--- config.mk ---
export PLATFORM = sky130hd
export DESIGN_NAME = rc_stick_gesture_detector
export DESIGN_NICKNAME = d
export VERILOG_FILES = /design/src/rtl/rcsg_pkg.sv /design/src/rtl/rcsg_encode.sv /design/src/rtl/rcsg_track.sv /design/src/rtl/rc_stick_gesture_detector.sv
export SDC_FILE = /design/constraint.sdc
export NUM_CORES = 1
export LEC_CHECK = 0
export ABC_AREA = 0
export BUFFER_PORTS_ARGS = -buffer_cell sky130_fd_sc_hd__clkbuf_2
export CAP_MARGIN = 30
export CORE_MARGIN = 1.5
export CORE_UTILIZATION = 45
export CTS_CLUSTER_SIZE = 10
export DETAILED_ROUTE_END_ITERATION = 10
export SYNTH_ARGS = -nofsm -noshare
export SYNTH_HDL_FRONTEND = slang
export SYNTH_SLANG_ARGS = --single-unit
export TNS_END_PERCENT = 5
--- constraint.sdc ---
create_clock -name clk -period 6.1 [get_ports clk]
set_input_delay 0.915 -clock clk [delete_from_list [all_inputs] [get_ports clk]]
set_output_delay 0.915 -clock clk [all_outputs]
set_load 0.005 [all_outputs]
--- src/rtl/rcsg_pkg.sv ---
package rcsg_pkg;

  localparam int unsigned ValueW = 12;
  localparam int unsigned TimeW  = 15;
  localparam int unsigned CodeW  = 8;
  localparam int unsigned CountW = 8;
  localparam int unsigned CfgIdxW = 2;

  localparam logic [CfgIdxW-1:0] REG_MIN_CHECK = 2'd0;
  localparam logic [CfgIdxW-1:0] REG_MAX_CHECK = 2'd1;

  localparam logic [ValueW-1:0] MIN_CHECK_RESET = 12'd1050;
  localparam logic [ValueW-1:0] MAX_CHECK_RESET = 12'd1900;

  localparam logic [TimeW-1:0]  HOLD_DELAY_MS     = 15'd50;
  localparam logic [CountW-1:0] DISARM_TICK_LIMIT = 8'd3;
  localparam logic [TimeW:0]    HOLD_MAX          = 16'd32767;
  localparam logic [CountW-1:0] COUNT_MAX         = 8'd255;

  localparam logic [CodeW-1:0] CODE_CALIBRATE = 8'h65;
  localparam logic [CodeW-1:0] CODE_SAVE      = 8'h56;

  // one control tick as registered at the input
  typedef struct packed {
    logic [ValueW-1:0] roll_value;
    logic [ValueW-1:0] pitch_value;
    logic [ValueW-1:0] yaw_value;
    logic [ValueW-1:0] throttle_value;
    logic [TimeW-1:0]  elapsed_ms;
    logic              arm_switch_on;
    logic              is_armed;
    logic              link_ok;
    logic              failsafe_on;
    logic              gesture_blocked;
  } tick_t;

  // status flags of one result
  typedef struct packed {
    logic throttle_under_min;
    logic arm_attempt;
    logic arm_attempt_reset;
    logic disarm_request;
    logic calibrate_request;
    logic save_request;
  } flags_t;

endpackage

--- src/rtl/rcsg_encode.sv ---
module rcsg_encode (
  input  logic [rcsg_pkg::ValueW-1:0] roll_value,
  input  logic [rcsg_pkg::ValueW-1:0] pitch_value,
  input  logic [rcsg_pkg::ValueW-1:0] yaw_value,
  input  logic [rcsg_pkg::ValueW-1:0] throttle_value,
  input  logic [rcsg_pkg::ValueW-1:0] min_check,
  input  logic [rcsg_pkg::ValueW-1:0] max_check,
  output logic [rcsg_pkg::CodeW-1:0]  stick_code,
  output logic                        throttle_under_min
);

  logic [rcsg_pkg::ValueW-1:0] chan [4];

  // roll lowest, throttle highest
  assign chan[0] = roll_value;
  assign chan[1] = pitch_value;
  assign chan[2] = yaw_value;
  assign chan[3] = throttle_value;

  always_comb begin
    for (int i = 0; i < 4; i++) begin
      stick_code[2*i+1] = chan[i] > min_check;
      stick_code[2*i]   = chan[i] < max_check;
    end
  end

  assign throttle_under_min = throttle_value < min_check;

endmodule

--- src/rtl/rcsg_track.sv ---
module rcsg_track (
  input  logic                       clk,
  input  logic                       rst,
  input  logic                       advance,
  input  rcsg_pkg::tick_t            tick,
  input  logic [rcsg_pkg::CodeW-1:0] code,
  input  logic                       throttle_under_min,
  output logic                       res_valid,
  input  logic                       res_taken,
  output logic [rcsg_pkg::CodeW-1:0] res_code,
  output rcsg_pkg::flags_t           res_flags
);

  logic [rcsg_pkg::CodeW-1:0]  held_code;
  logic [rcsg_pkg::TimeW-1:0]  hold_time_ms;
  logic [rcsg_pkg::CountW-1:0] disarm_count;
  logic                        gesture_done;

  logic [rcsg_pkg::TimeW-1:0]  hold_time_ms_next;
  logic [rcsg_pkg::CountW-1:0] disarm_count_next;
  logic                        gesture_done_next;
  logic [rcsg_pkg::TimeW:0]    hold_sum;
  logic                        same_code;
  logic                        done_kept;
  logic                        disarm;
  logic                        armed_now;
  logic                        fire;
  rcsg_pkg::flags_t            flags_next;

  always_comb begin
    same_code = code == held_code;
    hold_sum  = {1'b0, hold_time_ms} + {1'b0, tick.elapsed_ms};
    if (!same_code) begin
      hold_time_ms_next = '0;
    end else if (hold_sum <= rcsg_pkg::HOLD_MAX) begin
      hold_time_ms_next = hold_sum[rcsg_pkg::TimeW-1:0];
    end else begin
      hold_time_ms_next = hold_time_ms;
    end
    done_kept = same_code && gesture_done;

    disarm_count_next = disarm_count;
    disarm = 1'b0;
    if (tick.arm_switch_on) begin
      disarm_count_next = '0;
    end else if (tick.is_armed && tick.link_ok && !tick.failsafe_on) begin
      if (disarm_count != rcsg_pkg::COUNT_MAX) begin
        disarm_count_next = disarm_count + 1'b1;
      end
      disarm = disarm_count_next > rcsg_pkg::DISARM_TICK_LIMIT;
    end
    armed_now = tick.is_armed && !disarm;

    fire = !armed_now && !done_kept && !tick.gesture_blocked &&
           (hold_time_ms_next > rcsg_pkg::HOLD_DELAY_MS);
    gesture_done_next = fire || done_kept;

    flags_next.throttle_under_min = throttle_under_min;
    flags_next.arm_attempt        = tick.arm_switch_on;
    flags_next.arm_attempt_reset  = !tick.arm_switch_on;
    flags_next.disarm_request     = disarm;
    flags_next.calibrate_request  = fire && (code == rcsg_pkg::CODE_CALIBRATE);
    flags_next.save_request       = fire && (code == rcsg_pkg::CODE_SAVE);
  end

  always_ff @(posedge clk) begin
    if (rst) begin
      held_code    <= '0;
      hold_time_ms <= '0;
      disarm_count <= '0;
      gesture_done <= 1'b0;
      res_valid    <= 1'b0;
    end else begin
      if (advance) begin
        held_code    <= code;
        hold_time_ms <= hold_time_ms_next;
        disarm_count <= disarm_count_next;
        gesture_done <= gesture_done_next;
        res_valid    <= 1'b1;
      end else if (res_taken) begin
        res_valid <= 1'b0;
      end
    end
  end

  always_ff @(posedge clk) begin
    if (advance) begin
      res_code  <= code;
      res_flags <= flags_next;
    end
  end

endmodule

--- src/rtl/rc_stick_gesture_detector.sv ---
// order: an accepted tick is captured in the input register and then moves to the
//   result register; it waits in the input register only while the result channel is stalled
// throughput: one tick per cycle while not stalled; the input register and the result
//   register form a two-entry pipeline, so a new tick is taken while a result waits
// reset: synchronous, active high; clears hold timer, held code, disarm counter,
//   one-shot flag and both valid flags, and restores min_check 1050, max_check 1900
module rc_stick_gesture_detector (
  input  logic                                clk,
  input  logic                                rst,
  // configuration write channel
  input  logic                                cfg_valid,
  output logic                                cfg_ready,
  input  logic [rcsg_pkg::CfgIdxW-1:0]        cfg_index,
  input  logic [rcsg_pkg::ValueW-1:0]         cfg_data,
  // tick input channel
  input  logic                                in_valid,
  output logic                                in_stall,
  input  logic [rcsg_pkg::ValueW-1:0]         roll_value,
  input  logic [rcsg_pkg::ValueW-1:0]         pitch_value,
  input  logic [rcsg_pkg::ValueW-1:0]         yaw_value,
  input  logic [rcsg_pkg::ValueW-1:0]         throttle_value,
  input  logic [rcsg_pkg::TimeW-1:0]          elapsed_ms,
  input  logic                                arm_switch_on,
  input  logic                                is_armed,
  input  logic                                link_ok,
  input  logic                                failsafe_on,
  input  logic                                gesture_blocked,
  // result channel
  output logic                                out_valid,
  input  logic                                out_stall,
  output logic [rcsg_pkg::CodeW-1:0]          stick_code,
  output logic                                throttle_under_min,
  output logic                                arm_attempt,
  output logic                                arm_attempt_reset,
  output logic                                disarm_request,
  output logic                                calibrate_request,
  output logic                                save_request
);

  // threshold registers, always writable
  logic [rcsg_pkg::ValueW-1:0] min_check;
  logic [rcsg_pkg::ValueW-1:0] max_check;

  // input register stage
  logic            tick_valid;
  rcsg_pkg::tick_t tick;
  logic            in_take;

  // pipeline control
  logic advance;
  logic res_taken;

  // stick code of the registered tick
  logic [rcsg_pkg::CodeW-1:0] code;
  logic                       thr_low;
  rcsg_pkg::flags_t           res_flags;

  assign cfg_ready = 1'b1;

  always_ff @(posedge clk) begin
    if (rst) begin
      min_check <= rcsg_pkg::MIN_CHECK_RESET;
      max_check <= rcsg_pkg::MAX_CHECK_RESET;
    end else if (cfg_valid && cfg_ready) begin
      case (cfg_index)
        rcsg_pkg::REG_MIN_CHECK: min_check <= cfg_data;
        rcsg_pkg::REG_MAX_CHECK: max_check <= cfg_data;
        default: ;
      endcase
    end
  end

  // the result register frees up when empty or when its transaction completes
  assign res_taken = out_valid && !out_stall;
  assign advance   = tick_valid && (!out_valid || !out_stall);
  // hold off new ticks only while both stages are full and the output is stalled
  assign in_stall  = tick_valid && out_valid && out_stall;
  assign in_take   = in_valid && !in_stall;

  always_ff @(posedge clk) begin
    if (rst) begin
      tick_valid <= 1'b0;
    end else if (in_take) begin
      tick_valid <= 1'b1;
    end else if (advance) begin
      tick_valid <= 1'b0;
    end
  end

  always_ff @(posedge clk) begin
    if (in_take) begin
      tick.roll_value      <= roll_value;
      tick.pitch_value     <= pitch_value;
      tick.yaw_value       <= yaw_value;
      tick.throttle_value  <= throttle_value;
      tick.elapsed_ms      <= elapsed_ms;
      tick.arm_switch_on   <= arm_switch_on;
      tick.is_armed        <= is_armed;
      tick.link_ok         <= link_ok;
      tick.failsafe_on     <= failsafe_on;
      tick.gesture_blocked <= gesture_blocked;
    end
  end

  // per-channel threshold compare into the packed code
  rcsg_encode u_encode (
    .roll_value        (tick.roll_value),
    .pitch_value       (tick.pitch_value),
    .yaw_value         (tick.yaw_value),
    .throttle_value    (tick.throttle_value),
    .min_check         (min_check),
    .max_check         (max_check),
    .stick_code        (code),
    .throttle_under_min(thr_low)
  );

  // hold timer, disarm counter, one-shot gestures and the result register
  rcsg_track u_track (
    .clk               (clk),
    .rst               (rst),
    .advance           (advance),
    .tick              (tick),
    .code              (code),
    .throttle_under_min(thr_low),
    .res_valid         (out_valid),
    .res_taken         (res_taken),
    .res_code          (stick_code),
    .res_flags         (res_flags)
  );

  assign throttle_under_min = res_flags.throttle_under_min;
  assign arm_attempt        = res_flags.arm_attempt;
  assign arm_attempt_reset  = res_flags.arm_attempt_reset;
  assign disarm_request     = res_flags.disarm_request;
  assign calibrate_request  = res_flags.calibrate_request;
  assign save_request       = res_flags.save_request;

endmodule

==> Yosys cells after proc, flatten, opt, wreduce, memory -nomap -nowiden <==
Index checks and enable logic that the tools add are counted.
Widths: inputs -> output; s select.
{ "totals": {"wordCells": 89, "inputBits": 87, "reg_bits": 140} }
{ "classes": {"order_cmp": 12, "n_eq_ne": 5, "muxes": 13, "reduce_logical": 32, "n_addsub": 2} }
{ "op_table": {"columns": ["cell", "n"], "rows": [
  ["$lt 12x12->1", 5],
  ["$gt 12x12->1", 4],
  ["$mux 8", 5],
  ["$mux 15", 2],
  ["$add 15x15->16", 1],
  ["$eq 8x7->1 const B", 2],
  ["$le 16x15->1 const B", 1],
  ["$gt 15x6->1 const B", 1],
  ["$logic_and 1x1->1", 14],
  ["$logic_not 1->1", 9],
  ["$add 8x1->8 const B", 1],
  ["$eq 8x8->1", 1],
  ["$gt 8x2->1 const B", 1],
  ["$ne 8x8->1 const B", 1],
  ["$mux 1", 6],
  ["$reduce_and 2->1", 3],
  ["$reduce_bool 2->1", 3],
  ["$eq 2x1->1 const B", 1],
  ["$logic_not 2->1", 1],
  ["$logic_or 1x1->1", 2]
]} }

==> Longest topological paths before layout <==
Gate-level depths: netlist (run 1).
{ "depth": {"word_depth": 14, "ltp_mapped": 12} }

==> Cells and area by module <==
A second synthesis (run 1) with hierarchy kept.
{ "unflattened": {"cells_unflattened": 756, "hier_area_um2": 8184.1} }
{ "by_module_without_submodules": {"columns": ["mod", "cells_per_inst", "n_inst", "area_per_inst_um2", "seq_area_each_um2"], "rows": [
  ["rc_stick_gesture_detector", 181, 1, 3120.5, 2542.4],
  ["rcsg_track", 324, 1, 2961.6, 1081.0],
  ["rcsg_encode", 251, 1, 2102.0, 0.0]
]} }

==> Worst setup path before layout (run 1) <==
No wires, ideal clock.
{ "synth_path": {"path_kind": "input-to-reg", "startpoint": "in out_stall", "endpoint": "reg tick[0] (netlist name)", "cell_stages": 2, "setup_time_ps": 502, "setup_slack_ps": 1437, "required_ps": 5598, "arrival_ps": 4161, "cell_sequence": "and3_1 -> nor2b_1"} }
{ "synth_between": {"elab_chain_cells": 3} }
{ "synth_lines": {"columns": ["item", "line_no", "rtl"], "rows": [
  ["from (decl)", "rc_stick_gesture_detector.sv:30", "input logic out_stall,"],
  ["$logic_and 1x1->1", "rc_stick_gesture_detector.sv:77", "assign in_stall = tick_valid && out_valid && out_stall;"],
  ["$logic_not 1->1", "rc_stick_gesture_detector.sv:78", "assign in_take = in_valid && !in_stall;"],
  ["$logic_and 1x1->1", "rc_stick_gesture_detector.sv:78", null],
  ["via in_take", "rc_stick_gesture_detector.sv:47", "logic in_take;"]
]} }
The timed path passes the listed nets, and every way through them passes these cells.
A chain may end at the register's enable or synchronous reset.

==> results of run 1 <==
[worst max path at each step]
stage	slack [ns]	start	to	depth (start not counted)
after floorplan	1.44	out_stall	tick[0]	2
after global placement	2.58	tick[54]	u_track.res_flags[0]	8
after detailed placement	2.64	min_check[5]	u_track.res_flags[0]	10
after CTS	2.62	min_check[5]	u_track.res_flags[0]	10
after global routing	2.38	min_check[5]	u_track.res_flags[0]	10
final	2.61	min_check[1]	u_track.res_flags[0]	10
[logic make-up (layout without fill, tap and decap cells)]
group,after synthesis,count (layout)
AOI/OAI and AO/OA,233,233
xor gates and xnor gates,16,16
adders and majority gates,109,109
buffers and inverters,69,182
DFF,140,140
muxes,4,4
other,1,1
and+or+nand+nor,265,265
[cell type report]
| type | count | area, um2 | area share |
|---|---|---|---|
| well taps | 229 | 286.5 | 0.02948 |
| flip-flops and latches | 140 | 3623 | 0.3729 |
| repair buffers | 108 | 559.3 | 0.05755 |
| multi-input cells | 628 | 4482 | 0.4612 |
| inverters | 42 | 157.7 | 0.01622 |
| clock buffers | 21 | 440.4 | 0.04532 |
| clock inverters | 11 | 168.9 | 0.01738 |
[power groups by stage]
stage / sequential (uW) / combinational (uW) / clock [uW]
after floorplan: 1090 / 198 / 0
after global routing: 1080 / 340 / 1140
after global placement: 1100 / 296 / 0
after CTS: 1080 / 301 / 1100
after detailed placement: 1100 / 299 / 0
final: 1080 / 300 / 1080
[state kept, by name (all words and copies together), names as in the netlist]
name                  cells
max_check                12
tick_valid                1
u_track.held_code         8
u_track.res_valid         1
u_track.gesture_done      1
u_track.res_flags         6
u_track.disarm_count      8
min_check                12
tick                     68
u_track.res_code          8
u_track.hold_time_ms     15
[worst min-delay path, stage by stage (launching register included)]
cell and delay, ns:
sky130_fd_sc_hd__dfxtp_1 0.30, sky130_fd_sc_hd__nand2_1 0.05, sky130_fd_sc_hd__a21oi_1 0.05
[cell usage after synthesis (all sizes together) (9+ instances only)]
| cell type | n |
|---|---|
| a211o | 16 |
| a211oi | 9 |
| a21oi | 106 |
| and2 | 19 |
| and3 | 13 |
| clkbuf | 19 |
| dfxtp | 58 |
| edfxtp | 82 |
| ha | 108 |
| inv | 41 |
| nand2 | 98 |
| nand3 | 12 |
| nand4 | 20 |
| nor2 | 48 |
| nor3 | 19 |
| o211ai | 24 |
| o21ai | 28 |
[through the flow]
step | instances | total power (uW) | utilization
final | 1179 | 2455 | 0.5355
after global routing | 1179 | 2559 | 0.5355
after CTS | 1179 | 2477 | 0.5355
after detailed placement | 1147 | 1395 | 0.5019
after global placement | 1146 | 1392 | 0.5013
after floorplan | 837 | 1287 | -
[metal layers]
metal / vias up / track usage / wire length (um)
li1: 3330 / - / -
met1: 3019 / 0.3037 / 10140
met2: 136 / 0.3480 / 9261
met3: 25 / 0.04852 / 877
met4: 0 / 0.06371 / 290
met5: - / 0 / 0
==> run summary, run 1 <==
run status - finished, violations left
failing checks - design-rule violations
number of flip-flops and latches in the synthesized netlist - 140
CP Class - reg -> reg
sum of negative setup slack - 0 ns
Synth Net Count - 1,033
share of the clock period used by the worst path after layout - 0.5719
TritonCTS clock tree - done
leading cell type in the layout, fill and taps excluded - sky130_fd_sc_hd__ha_1
xor/xnor share of the synthesized area - 0.01670
WHS Endpoint - u_track.held_code[7]
element type at the critical path start - flip-flop
number of instances in the synthesized netlist - 837
net switching share of the total power - 0.2459
VDD IR max - 183.1 uV
initial cell density of the core - 0.4624
top cells by area in the synthesized netlist - sky130_fd_sc_hd__edfxtp_1, sky130_fd_sc_hd__ha_1, sky130_fd_sc_hd__dfxtp_1, sky130_fd_sc_hd__a21oi_1, sky130_fd_sc_hd__nand2_1
remaining design rule violation count - 7
number of DRC markers in iteration 0 - 377
Setup Fix Bufs, Post-CTS - 0
fraction of the mapped netlist area in compound gates - 0.1885
basic-gate share of the synthesized area counting and, or, nand and nor cells - 0.1588
H-tree level count - 4
FMAX - 0.2867 GHz
worst hold start - u_track.held_code[7]
Worst Setup Slack, final - 2.612 ns
shortest period the worst path allows - 3.488 ns
Die Y - 139.6 um
number of nets with antenna violations after detailed routing - 0
Layout area overhead - 15.82%
floorplan die width - 139.6 um
first drt pass iteration count - 7
crit-path cells - inv_1 > ha_1 > nor2b_1 > o211ai_1 > a21boi_0 > o31a_1 > a221oi_1 > and4b_1 > nand4_2 > nor4_2
reg-to-reg critical path endpoint - u_track.res_flags[0]
unrepaired setup endpoints after global routing - false
leakage power - 0.004057 uW
number of warnings issued by yosys - 0
synthesized area - 8391 um2
vias per cell - 5.522
proportion of power drawn by the clock network - 0.439
Num CTS Buffers - 17
area share of fa/ha/maj cells after synthesis - 0.1634
source-to-sink clock delay at the later pin of the worst-skew pair - 0.43 ns
weighted congestion at the end of routability-driven global placement - 0.8428
initial antenna violation count - 0
clock tree buffer depth - 2
vias after detailed routing - 6,510
DPL Wire Length - 15,350 um
CP endpoint kind - flip-flop
sequential fraction of design power - 0.439
Hold Slack - 0.4530 ns
combined global-route utilization of all metal layers - 0.2201
antenna diode count - 0
combinational family with the most area after synthesis - compound AO/OA/AOI/OAI gates
wire length after detailed routing - 20,570 um
cell type of the slowest stage on the worst timing path - sky130_fd_sc_hd__and4b_1
portion of total power attributed to combinational logic - 0.122
count of different cell masters after synthesis - 70
number of global-route vias before repair - 6,246
worst path bufs/invs - 1
Placed Instance Area - 9109 um2
total net switching power - 603.9 uW
number of endpoints with negative hold slack in the final report - 0
transition time at the pin with the least slew margin - 0.8958 ns
full die area - 19,470 um2
number of hold buffers added after cts - 0
number of enable flip-flop cells after synthesis - 82
placeable core region - 18,150 um2
top-level port count - 104
number of gates resized after CTS - 0
cell internal power dissipation - 1851 uW
Post-synth top flop - sky130_fd_sc_hd__edfxtp_1
largest fanout on the critical path - 17
worst-case clock skew - 0.007449 ns
number of clock sinks - 140
part of the Yosys area used for sequential elements - 0.4319
Avg WL per Cell - 17.45 um
post-synthesis area per instance - 10.02 um2
overflow left after global routing - 0
count of input and output buffers - 102
data arrival time of the critical path - 3.75 ns
most frequent cells in the layout - sky130_fd_sc_hd__ha_1, sky130_fd_sc_hd__clkbuf_2, sky130_fd_sc_hd__nand2_1, sky130_fd_sc_hd__a21oi_1, sky130_fd_sc_hd__edfxtp_1
worst hold path stage count - 2
path type of the worst min-delay path - reg -> reg
number of cells traversed by the worst register-to-register path - 10
CP Data Required Time - 6.36 ns
cell type group with the largest total delay on the critical path - simple AND/OR/NAND/NOR gates
maximum number of pins on one net before global-route repair - 59
Max-Cap Viols - 0
largest area contributor in the synthesized netlist - sky130_fd_sc_hd__edfxtp_1
worst slew slack as a fraction of its limit - 0.4024
summed area of non-filler cells in the final layout - 9718 um2
Critical Path Max Stage Delay - 0.83 ns
clk root buf - sky130_fd_sc_hd__clkbuf_16
# rows - 49
proportion of netlist area held by the largest area contributor - 0.2935
power per cell area - 252.7 nW/um2
worst slack at placement - 2.640 ns
Fill cells - 1,628
asr flop ratio synth - 0
share of layout cells above drive strength 1 - 0.1832
r2r setup slk - 2.61 ns
Clk pin slew, worst setup/hold paths - 0.06 ns
Final setup viols - 0
wire length of the first global-routing pass - 33,200 um
reg2reg start - min_check[1]
multiplexer share of the synthesized area - 0.004772
Max Slew Vio Count - 0
final-stage net count - 1,133
(Power assumes the default switching activity.)
==> run 2, diff against run 1 <==
PLACE_DENSITY = 0.67   (was not set)
clock period = 3 ns   (was 6.1 ns; I/O delays follow)
==> run 2 against run 1 <==
  * The flow still finishes with violations (design-rule violations)
  * Clock skew grew 0.0039 ns
  * Die area is the same
  * Critical path type unchanged
  * Count of clock-buffer cells in the layout is 2 higher
  * Clock power up 80%
  * Via count up 2.2%
  * Highest routed layer unchanged
  * Total power rose by 94%
  * Critical endpoint is now u_track.res_flags[1]
  * Design area rose by 0.93%
  * Sequential cell count did not move
  * Largest power group unchanged
  * Worst setup slack worse by 2.5 ns
  * Fmax is 21% higher
==> run summary, run 2 (synthesis gave the netlist of run 1 again) <==
weighted congestion at the end of routability-driven global placement - 0.8990
Register Area - 3623 um2
number of hold buffers added after cts - 0
Avg WL per Cell - 17.20 um
number of endpoints with negative hold slack in the final report - 0
wire length after detailed routing - 20,470 um
combined global-route utilization of all metal layers - 0.2166
share of the clock period used by the worst path after layout - 0.9604
Max-Cap Viols - 0
# rows - 49
most frequent cells in the layout - sky130_fd_sc_hd__ha_1, sky130_fd_sc_hd__clkbuf_2, sky130_fd_sc_hd__nand2_1, sky130_fd_sc_hd__a21oi_1, sky130_fd_sc_hd__edfxtp_1
remaining design rule violation count - 5
global route hottest layer - met2
CP Class - reg -> reg
cell internal power dissipation - 3569 uW
VDD IR max - 358.7 uV
number of flip-flops in the largest register - 68
number of clock sinks - 140
Max Slew Vio Count - 0
number of DRC markers in iteration 0 - 384
Final setup viols - 0
CP endpoint kind - flip-flop
initial cell density of the core - 0.4624
Layout area overhead - 16.90%
FMAX - 0.3471 GHz
capturing instance or port of the critical path - u_track.res_flags[1]
share of layout cells above drive strength 1 - 0.1956
met3 capacity usage during global routing - 0.04680
data arrival time of the critical path - 3.04 ns
Core Util, Final - 0.5405
post-layout power - 4768 uW
Num CTS Buffers - 17
number of cells traversed by the worst register-to-register path - 10
worst slew slack as a fraction of its limit - 0.4626
r2r setup slk - 0.12 ns
leading cell type in the layout, fill and taps excluded - sky130_fd_sc_hd__ha_1
CP Data Required Time - 3.16 ns
power per cell area - 486.1 nW/um2
maximum number of pins on one net before global-route repair - 51
CP Launch Point - tick[11]
run status - finished, violations left
met1 track demand over resource - 0.2924
reg-to-reg critical path endpoint - u_track.res_flags[1]
Fill cells - 1,624
largest fanout on the critical path - 9
crit-path cells - ha_1 > and4_1 > o211ai_1 > a211o_1 > and2_1 > buf_4 > nor4_2 > a32oi_1 > o31ai_4 > nor3_1
shortest period the worst path allows - 2.881 ns
top-level port count - 104
wire length of the first global-routing pass - 32,980 um
met2 routing resource usage after global routing - 0.3472
leakage power - 0.004099 uW
final-stage net count - 1,144
Hold Slack - 0.1954 ns
clock tree buffer depth - 2
cell type of the slowest stage on the worst timing path - sky130_fd_sc_hd__ha_1
clk root buf - sky130_fd_sc_hd__clkbuf_16
register containing the most flip-flops in the final layout - tick
antenna diode count - 0
path type of the worst min-delay path - in -> reg
placeable core region - 18,150 um2
count of input and output buffers - 102
vias after detailed routing - 6,650
total net switching power - 1199 uW
full die area - 19,470 um2
failing checks - design-rule violations
portion of total power attributed to combinational logic - 0.133
sequential fraction of design power - 0.460
Clk pin slew, worst setup/hold paths - 0.06 ns
reg2reg start - tick[11]
H-tree level count - 4
initial antenna violation count - 0
first drt pass iteration count - 9
worst-case clock skew - 0.01134 ns
top flop regs - tick (68), u_track.hold_time_ms (15)
DPL Wire Length - 15,330 um
Die Y - 139.6 um
TritonCTS clock tree - done
vias per cell - 5.588
transition time at the pin with the least slew margin - 0.7977 ns
floorplan die width - 139.6 um
Critical Path Max Stage Delay - 0.40 ns
overflow left after global routing - 0
proportion of power drawn by the clock network - 0.407
element type at the critical path start - flip-flop
net switching share of the total power - 0.2515
source-to-sink clock delay at the later pin of the worst-skew pair - 0.43 ns
combined area of the multi-input logic cells - 4523 um2
number of global-route vias before repair - 6,434
number of nets with antenna violations after detailed routing - 0
==> run 2: metal layers <==
metal	vias up	routed length, um
li1	3343	-
met3	23	1169
met1	3110	9549
met2	174	9421
met5	-	0
met4	0	332
==> run 2: how the worst min path moves through the flow <==
stage | endpoint | from | cells after the start
detailed placement | max_check[4] | max_check[4] | 2
finish | tick[48] | pitch_value[4] | 1
CTS | tick[48] | pitch_value[4] | 1
floorplan | max_check[11] | max_check[11] | 2
global route | tick[27] | throttle_value[7] | 1
global placement | min_check[9] | min_check[9] | 2
==> run 2: layout make-up <==
cell class,count,area share
clock buffer,23,0.04771
clock inverter,9,0.007526
inverter,42,0.01607
multi-input combinational,628,0.4612
sequential,140,0.3694
tap,229,0.02921
timing repair buffer,119,0.06889
==> run 2: timing repair <==
action | CTS | global route
buffers inserted | 0 | 0
resized for setup | 0 | 6
setup endpoints to repair | 0 | 4
==> run 2: through the flow <==
stage                     std cells  area, um2  TNS (ns)  setup slack [ns]
after floorplan                 837       8393         0            0.1213
after global placement         1158       9225         0            0.1566
after detailed placement       1158       9225         0           0.06914
after CTS                      1190       9767         0           0.05202
after global routing           1190       9808  -0.07209          -0.04481
final                          1190       9808         0            0.1189
==> run 2: power by group through the flow <==
| stage | Combinational (uW) | Sequential, uW | Clock [uW] |
|---|---|---|---|
| after floorplan | 403 | 2210 | 0 |
| after global placement | 611 | 2230 | 0 |
| after detailed placement | 625 | 2230 | 0 |
| after CTS | 630 | 2190 | 1980 |
| after global routing | 719 | 2200 | 2060 |
| final | 635 | 2190 | 1940 |
==> run 2: worst max-delay path, delay by kind of cell (launching register included) <==
kind | cells | cell delay [ns]
compound gates | 4 | 0.94
fa+ha+maj | 1 | 0.40
buf+inv | 1 | 0.17
flops | 1 | 0.38
simple gates | 4 | 0.72
